$ cat src/design/slxfr_pkg.sv
// Shared types and constants for the sync/length/XOR frame receiver.
package slxfr_pkg;

    localparam logic [7:0] SYNC_FIRST  = 8'h51;
    localparam logic [7:0] SYNC_SECOND = 8'hA5;

    // Header bytes before the payload plus the trailing checksum byte.
    localparam logic [16:0] FRAME_OVERHEAD = 17'd7;

    localparam int unsigned POS_W = 17;
    localparam int unsigned LEN_W = 16;

    // Byte positions of the fixed header fields.
    localparam logic [POS_W-1:0] POS_SYNC_FIRST  = 17'd0;
    localparam logic [POS_W-1:0] POS_SYNC_SECOND = 17'd1;
    localparam logic [POS_W-1:0] POS_COMMAND     = 17'd2;
    localparam logic [POS_W-1:0] POS_LEN_HIGH    = 17'd3;
    localparam logic [POS_W-1:0] POS_LEN_LOW     = 17'd4;

    typedef enum logic [2:0] {
        ST_IN_FRAME  = 3'd0,
        ST_GOOD      = 3'd1,
        ST_BAD_SUM   = 3'd2,
        ST_TOO_LONG  = 3'd3,
        ST_SYNC_LOST = 3'd4
    } t_status;

    typedef struct packed {
        logic [7:0]       frame_byte;
        logic [POS_W-1:0] byte_position;
        logic             last;
        t_status          frame_status;
    } t_result;

endpackage

$ cat src/design/slxfr_core.sv
// Frame parser: state registers and the per-byte next-state and result logic.
module slxfr_core (
    input  logic                         i_clk,
    input  logic                         i_rst_n,
    input  logic                         i_cfg_valid,
    input  logic [15:0]                  i_cfg_data,
    input  logic                         i_in_valid,
    input  logic [7:0]                   i_in_byte,
    input  logic                         i_advance,
    output logic                         o_res_valid,
    output slxfr_pkg::t_result           o_res
);

    logic [slxfr_pkg::POS_W-1:0] r_count, n_count;
    logic [7:0]                  r_xor, n_xor;
    logic [slxfr_pkg::LEN_W-1:0] r_len, n_len;
    logic [slxfr_pkg::LEN_W-1:0] r_max_len;

    logic [7:0]                  xor_acc;
    logic [slxfr_pkg::LEN_W-1:0] full_len;
    logic [slxfr_pkg::POS_W-1:0] count_inc;
    logic [slxfr_pkg::POS_W-1:0] frame_end;

    assign xor_acc   = r_xor ^ i_in_byte;
    assign full_len  = {r_len[15:8], i_in_byte};
    assign count_inc = r_count + 17'd1;
    assign frame_end = {1'b0, r_len} + slxfr_pkg::FRAME_OVERHEAD;

    always_comb begin
        n_count = r_count;
        n_xor   = xor_acc;
        n_len   = r_len;
        o_res_valid         = i_in_valid;
        o_res.frame_byte    = i_in_byte;
        o_res.byte_position = r_count;
        o_res.last          = 1'b0;
        o_res.frame_status  = slxfr_pkg::ST_IN_FRAME;
        case (r_count)
            slxfr_pkg::POS_SYNC_FIRST: begin
                // Hunting: only the first sync byte starts a frame.
                if (i_in_byte == slxfr_pkg::SYNC_FIRST) begin
                    n_count = count_inc;
                    n_xor   = i_in_byte;
                end else begin
                    o_res_valid = 1'b0;
                    n_xor       = r_xor;
                end
            end
            slxfr_pkg::POS_SYNC_SECOND: begin
                if (i_in_byte != slxfr_pkg::SYNC_SECOND) begin
                    o_res.last         = 1'b1;
                    o_res.frame_status = slxfr_pkg::ST_SYNC_LOST;
                    n_count = '0;
                    n_xor   = '0;
                    n_len   = '0;
                end else begin
                    n_count = count_inc;
                end
            end
            slxfr_pkg::POS_COMMAND: begin
                n_count = count_inc;
            end
            slxfr_pkg::POS_LEN_HIGH: begin
                n_len   = {i_in_byte, 8'h00};
                n_count = count_inc;
            end
            slxfr_pkg::POS_LEN_LOW: begin
                if (full_len > r_max_len) begin
                    o_res.last         = 1'b1;
                    o_res.frame_status = slxfr_pkg::ST_TOO_LONG;
                    n_count = '0;
                    n_xor   = '0;
                    n_len   = '0;
                end else begin
                    n_len   = full_len;
                    n_count = count_inc;
                end
            end
            default: begin
                // Reserved byte, payload and checksum byte.
                if (count_inc >= frame_end) begin
                    o_res.last         = 1'b1;
                    o_res.frame_status = (xor_acc == 8'h00) ? slxfr_pkg::ST_GOOD
                                                            : slxfr_pkg::ST_BAD_SUM;
                    n_count = '0;
                    n_xor   = '0;
                    n_len   = '0;
                end else begin
                    n_count = count_inc;
                end
            end
        endcase
    end

    always_ff @(posedge i_clk) begin
        if (!i_rst_n) begin
            r_count   <= '0;
            r_xor     <= '0;
            r_len     <= '0;
            r_max_len <= 16'd1024;
        end else begin
            if (i_cfg_valid) begin
                r_max_len <= i_cfg_data;
            end
            if (i_advance) begin
                r_count <= n_count;
                r_xor   <= n_xor;
                r_len   <= n_len;
            end
        end
    end

    // A byte that ends or aborts a frame sends the parser back to hunting.
    a_last_returns_to_hunt: assert property (@(posedge i_clk) disable iff (!i_rst_n)
        (i_advance && o_res_valid && o_res.last) |=> (r_count == '0))
        else $error("parser did not return to hunting after the last byte");

    // While hunting, the checksum and length registers are clear.
    a_hunt_state_clear: assert property (@(posedge i_clk) disable iff (!i_rst_n)
        (r_count == '0) |-> (r_xor == 8'h00 && r_len == '0))
        else $error("stale checksum or length while hunting");

    // Inside the body the count never passes the checksum byte position.
    a_count_in_frame: assert property (@(posedge i_clk) disable iff (!i_rst_n)
        (r_count > slxfr_pkg::POS_LEN_LOW) |-> (r_count < frame_end))
        else $error("byte count ran past the end of the frame");

endmodule

$ cat src/design/sync_length_xor_frame_receiver.sv
// Top level of the sync/length/XOR frame receiver with input and result registers.
//
//  Channel   Direction  Payload
//  -------   ---------  ----------------------------------------------------
//  s (in)    slave      tdata: rx_byte [7:0]
//  m (out)   master     tdata: frame_byte [7:0], byte_position [24:8];
//                       tlast: last; tuser: frame_status [2:0]
//  cfg       slave      data: max_payload_length [15:0]
//
// One byte is accepted per cycle unless the result side stalls. An accepted byte
// is held in the input register while the parser logic turns it into a result,
// which is then loaded into the result register and offered from there. Reset is
// synchronous and active low; it returns the parser to sync hunting and sets the
// maximum payload length to 1024. A full result register that is not taken stalls
// only a byte that yields a result; the input register then holds and the input
// side stops accepting.
module sync_length_xor_frame_receiver (
    input  logic        i_clk,
    input  logic        i_rst_n,
    // Input stream
    input  logic        i_s_tvalid,
    output logic        o_s_tready,
    input  logic [7:0]  i_s_tdata,   // [7:0] rx_byte
    // Result stream
    output logic        o_m_tvalid,
    input  logic        i_m_tready,
    output logic [31:0] o_m_tdata,   // [7:0] frame_byte, [24:8] byte_position, rest zero
    output logic        o_m_tlast,   // last
    output logic [2:0]  o_m_tuser,   // [2:0] frame_status
    // Configuration write channel
    input  logic        i_cfg_valid,
    output logic        o_cfg_ready,
    input  logic [15:0] i_cfg_data   // [15:0] max_payload_length
);

    // Input register.
    logic       r_in_valid;
    logic [7:0] r_in_byte;

    // Result register.
    logic                r_out_valid;
    slxfr_pkg::t_result  r_out;

    logic                res_valid;
    slxfr_pkg::t_result  res;
    logic                advance;

    // The held byte moves on when it makes no result or the result register
    // has room (empty, or being emptied in this cycle).
    assign advance    = r_in_valid && (!res_valid || !r_out_valid || i_m_tready);
    assign o_s_tready = !r_in_valid || advance;
    assign o_cfg_ready = 1'b1;

    slxfr_core u_core (
        .i_clk       (i_clk),
        .i_rst_n     (i_rst_n),
        .i_cfg_valid (i_cfg_valid),
        .i_cfg_data  (i_cfg_data),
        .i_in_valid  (r_in_valid),
        .i_in_byte   (r_in_byte),
        .i_advance   (advance),
        .o_res_valid (res_valid),
        .o_res       (res)
    );

    always_ff @(posedge i_clk) begin
        if (!i_rst_n) begin
            r_in_valid <= 1'b0;
        end else if (o_s_tready) begin
            r_in_valid <= i_s_tvalid;
        end
    end

    always_ff @(posedge i_clk) begin
        if (o_s_tready && i_s_tvalid) begin
            r_in_byte <= i_s_tdata;
        end
    end

    always_ff @(posedge i_clk) begin
        if (!i_rst_n) begin
            r_out_valid <= 1'b0;
        end else if (advance && res_valid) begin
            r_out_valid <= 1'b1;
        end else if (i_m_tready) begin
            r_out_valid <= 1'b0;
        end
    end

    always_ff @(posedge i_clk) begin
        if (advance && res_valid) begin
            r_out <= res;
        end
    end

    assign o_m_tvalid = r_out_valid;
    assign o_m_tdata  = {7'd0, r_out.byte_position, r_out.frame_byte};
    assign o_m_tlast  = r_out.last;
    assign o_m_tuser  = r_out.frame_status;

endmodule
$ cat config.mk
export PLATFORM = sky130hd
export DESIGN_NAME = sync_length_xor_frame_receiver
export DESIGN_NICKNAME = d
export VERILOG_FILES = /design/src/design/slxfr_pkg.sv /design/src/design/slxfr_core.sv /design/src/design/sync_length_xor_frame_receiver.sv
export SDC_FILE = /design/constraint.sdc
export NUM_CORES = 1
export LEC_CHECK = 0
export ABC_AREA = 1
export BUFFER_PORTS_ARGS = -buffer_cell sky130_fd_sc_hd__buf_2
export CORE_MARGIN = 2
export CORE_UTILIZATION = 25
export CTS_CLUSTER_SIZE = 24
export DETAILED_ROUTE_END_ITERATION = 10
export HOLD_SLACK_MARGIN = 0.06
export PLACE_DENSITY = 0.48
export SLEW_MARGIN = 20
export SYNTH_ARGS = -nofsm -noshare
export SYNTH_HDL_FRONTEND = slang
export SYNTH_SLANG_ARGS = --single-unit
$ cat constraint.sdc
create_clock -name i_clk -period 3.75 [get_ports i_clk]
set_input_delay 0.1875 -clock i_clk [delete_from_list [all_inputs] [get_ports i_clk]]
set_output_delay 0.1875 -clock i_clk [all_outputs]
set_load 0.02 [all_outputs]
==> results.ini <==
[final_layout]
finalNonFillerCells=1153
layout.nets=896
drive_gt1_share_pct=15.47
fin_area_um2=6932
post-route-util_pct=29.71
area_growth_pct=17.37
diodes=0

[global_routing]
grt_usage_pct=12.42
grt_overflow_total=0
grt_pass1_wl_um=23980
antenna_found_initial=0
grt_pass1_vias=4643
grt_max_degree=68

[clock_tree]
clkLatencyLatePin_ns=0.35
htreeDepth=3
cts_setup_buffers=0
clkSinkCount=96
cts_tree=yes
cts.clk_slew.worst_paths_ns=0.07
cts_buffers=9
clockBufferDepth=2
root_buffer=clkbuf_16

[setup_path]
worstPathCellList=inv_1 > ha_1 > a21oi_1 > nand3_1 > nor2_1 > nand2_1 > nor2_1 > nand2_1 > xor2_1 > ha_1 > nand2_1 > nand2_1 > nand2_1 > nand2_1 > a21oi_1 > nand3_1 > nor2_2 > nand3_4 > nand2_4 > clkinv_4 > nor2_1 > nor2_1
critical_path_class=flip-flop to flip-flop
crit_buf_inv=2
crit_path_top_delay_cell=dfxtp_1
cp-end-kind=flip-flop
cp_max_fo=10
cp-start-kind=flip-flop
critPathMostFrequentCell=nand2_1
path_delay_family=simple AND/OR/NAND/NOR gates
required_ns=3.99
arrival_ns=3.54
critical-path-max-stage-delay_ns=0.33

[sta]
finClkSkew_ns=0.009483
fmax_ghz=0.3035
hold_viol_final=0
relSlewSlack_pct=50.70
timing.setup.tns_ns=0
max_slew.worst_pin.slew_ns=0.7395
slew_violations=0
rsz0062_at_grt=false
period_minus_slack_ns=3.295
setup_violations=0
finalCritPeriodShare_pct=87.86

[yosys]
ys.flop_type=dfxtp_1
synth.most_common_cell=nand2_1
synth.avg_cell_area_um2=7.720
synth_seq_area_share_pct=38.81
postSynthCellCount=765
synth_top_area_share_pct=20.00
synth_edf_count=37
syn_area_um2=5906
synth_cell_types=39
synth_seq_cells=96
synthTopCellsByCount=nand2_1, inv_1, nor2_1
synth_top_cells_by_area=dfxtp_1, edfxtp_1, nand2_1
yosys.area.top_type=dfxtp_1
yosys_warnings=0
synthArstFlopShare_pct=0

[place]
place_inst=1127
post_dp_cell_area_um2=6509
place_congestion=0.7927
post-dp-hpwl_um=10980
port_buffers=59

[pwr]
powerDensity_nw_per_um2=639.4
power_mw=4.432
max-vdd-ir-drop_mv=0.2446
leakage_nw=2.984

[run_status]
status=finished clean

[die]
coreArea_um2=23330
die_w_um=157.7
start_util_pct=25.31
num_io_pins=68
num_rows=56
dieArea_um2=24870
fp.dieH_um=157.7

[route]
first_iter_violations=298
first_pass_iters=4
wl_um=14820
routedWlPerCell_um=12.86
vias=4880
drc=0
postRouteAntennaNets=0
viasPerCell=4.232

[hold_path]
hp-class=input port to flip-flop

[flow_run]
drv_cap=0

## state kept, by name, summed over array words and instances (netlist names)
| register | flops |
|---|---|
| o_m_tlast | 1 |
| u_core.r_xor | 8 |
| u_core.r_len | 16 |
| o_m_tuser | 3 |
| r_in_valid | 1 |
| u_core.r_max_len | 16 |
| o_m_tvalid | 1 |
| r_in_byte | 8 |
| u_core.r_count | 17 |
| o_m_tdata | 25 |
## routing by layer
metal  vias to the layer above  routed length (µm)  track usage (%)
met1                      2146                7665            17.69
met4                         0                  87            3.810
met5                         -                   0                0
met3                         4                 643            2.299
li1                       2634                   -                -
met2                        96                6428            18.96
## timing repair
| item | CTS | global route |
|---|---|---|
| endpoints found under the hold margin | 10 | 0 |
| hold buffers | 10 | 0 |
| endpoints found under the setup margin | 0 | 32 |
| gates resized for setup | 0 | 4 |
## worst reg2reg max path: cells and delay by family, from the launching register on
family | cells | cell delay (ns)
xor gates and xnor gates | 1 | 0.14
adders and majority gates | 2 | 0.52
DFF | 1 | 0.33
and+or+nand+nor | 15 | 1.63
AOI/OAI and AO/OA | 2 | 0.41
buffers and inverters | 2 | 0.16
## through the flow
| stage | setup WS [ns] | hold WS [ns] |
|---|---|---|
| 3_5_place_dp | 0.2145 | 0.3656 |
| 3_3_place_gp | 0.4309 | 0.3638 |
| 2_1_floorplan | 0.7597 | 0.2864 |
| 4_1_cts | 0.2015 | 0.06882 |
| 6_report | 0.4551 | 0.07586 |
| 5_1_grt | 0.02015 | 0.08974 |
## cells in the final DEF, fill, tap and decap left out, types with 8 or more instances in the layout
cell / netlist / final
nand3_1: 43 / 43
nor2_2: 9 / 9
nand4_1: 22 / 22
xnor2_1: 11 / 11
clkbuf_16: 0 / 9
ha_1: 38 / 37
edfxtp_1: 37 / 37
buf_2: 7 / 59
nand2_2: 8 / 8
conb_1: 2 / 8
dlygate4sd3_1: 0 / 10
nor3_1: 17 / 17
nor2_1: 90 / 89
o21ai_0: 46 / 46
inv_1: 91 / 91
xor2_1: 20 / 20
a21oi_1: 56 / 56
nand2_1: 145 / 145
dfxtp_1: 59 / 58
## layout make-up
class,instances,area [µm²]
flip-flops and latches,96,2293
multi-input cells,548,3109
clock buffers,11,242.7
well taps,319,399.1
inverters,98,375.4
fillers,2552,16400
clock inverters,5,63.81
repair buffers,76,447.9
## final timing paths
path | from | to | slack (ns) | cells past startpoint
max | u_core.r_len[0] | u_core.r_len[0] | 0.46 | 22
min | i_cfg_valid | u_core.r_max_len[10] | 0.08 | 2
max reg2reg | u_core.r_len[0] | u_core.r_len[0] | 0.46 | 22
min reg2reg | u_core.r_max_len[1] | u_core.r_max_len[1] | 0.47 | 2
## power breakdown
group / switching [mW] / internal (mW) / total, mW / leakage [nW]
Sequential: 0.150 / 1.29 / 1.44 / 0.837
Combinational: 1.33 / 0.686 / 2.02 / 2.00
Clock: 0.434 / 0.541 / 0.976 / 0.146
Total: 1.92 / 2.52 / 4.43 / 2.98
## kinds of logic (layout without fill, tap and decap cells)
group           Yosys count  count (layout)  synth area share [%]
flops                    96              96                 38.81
simple gates            361             361                 29.49
fa+ha+maj                38              38                 8.051
buf+inv                 127             190                 9.259
compound gates          110             110                 9.661
xor+xnor                 31              31                 4.597
other cells               2               8                0.1272
No activity file was read; power rests on OpenSTA's default activity.
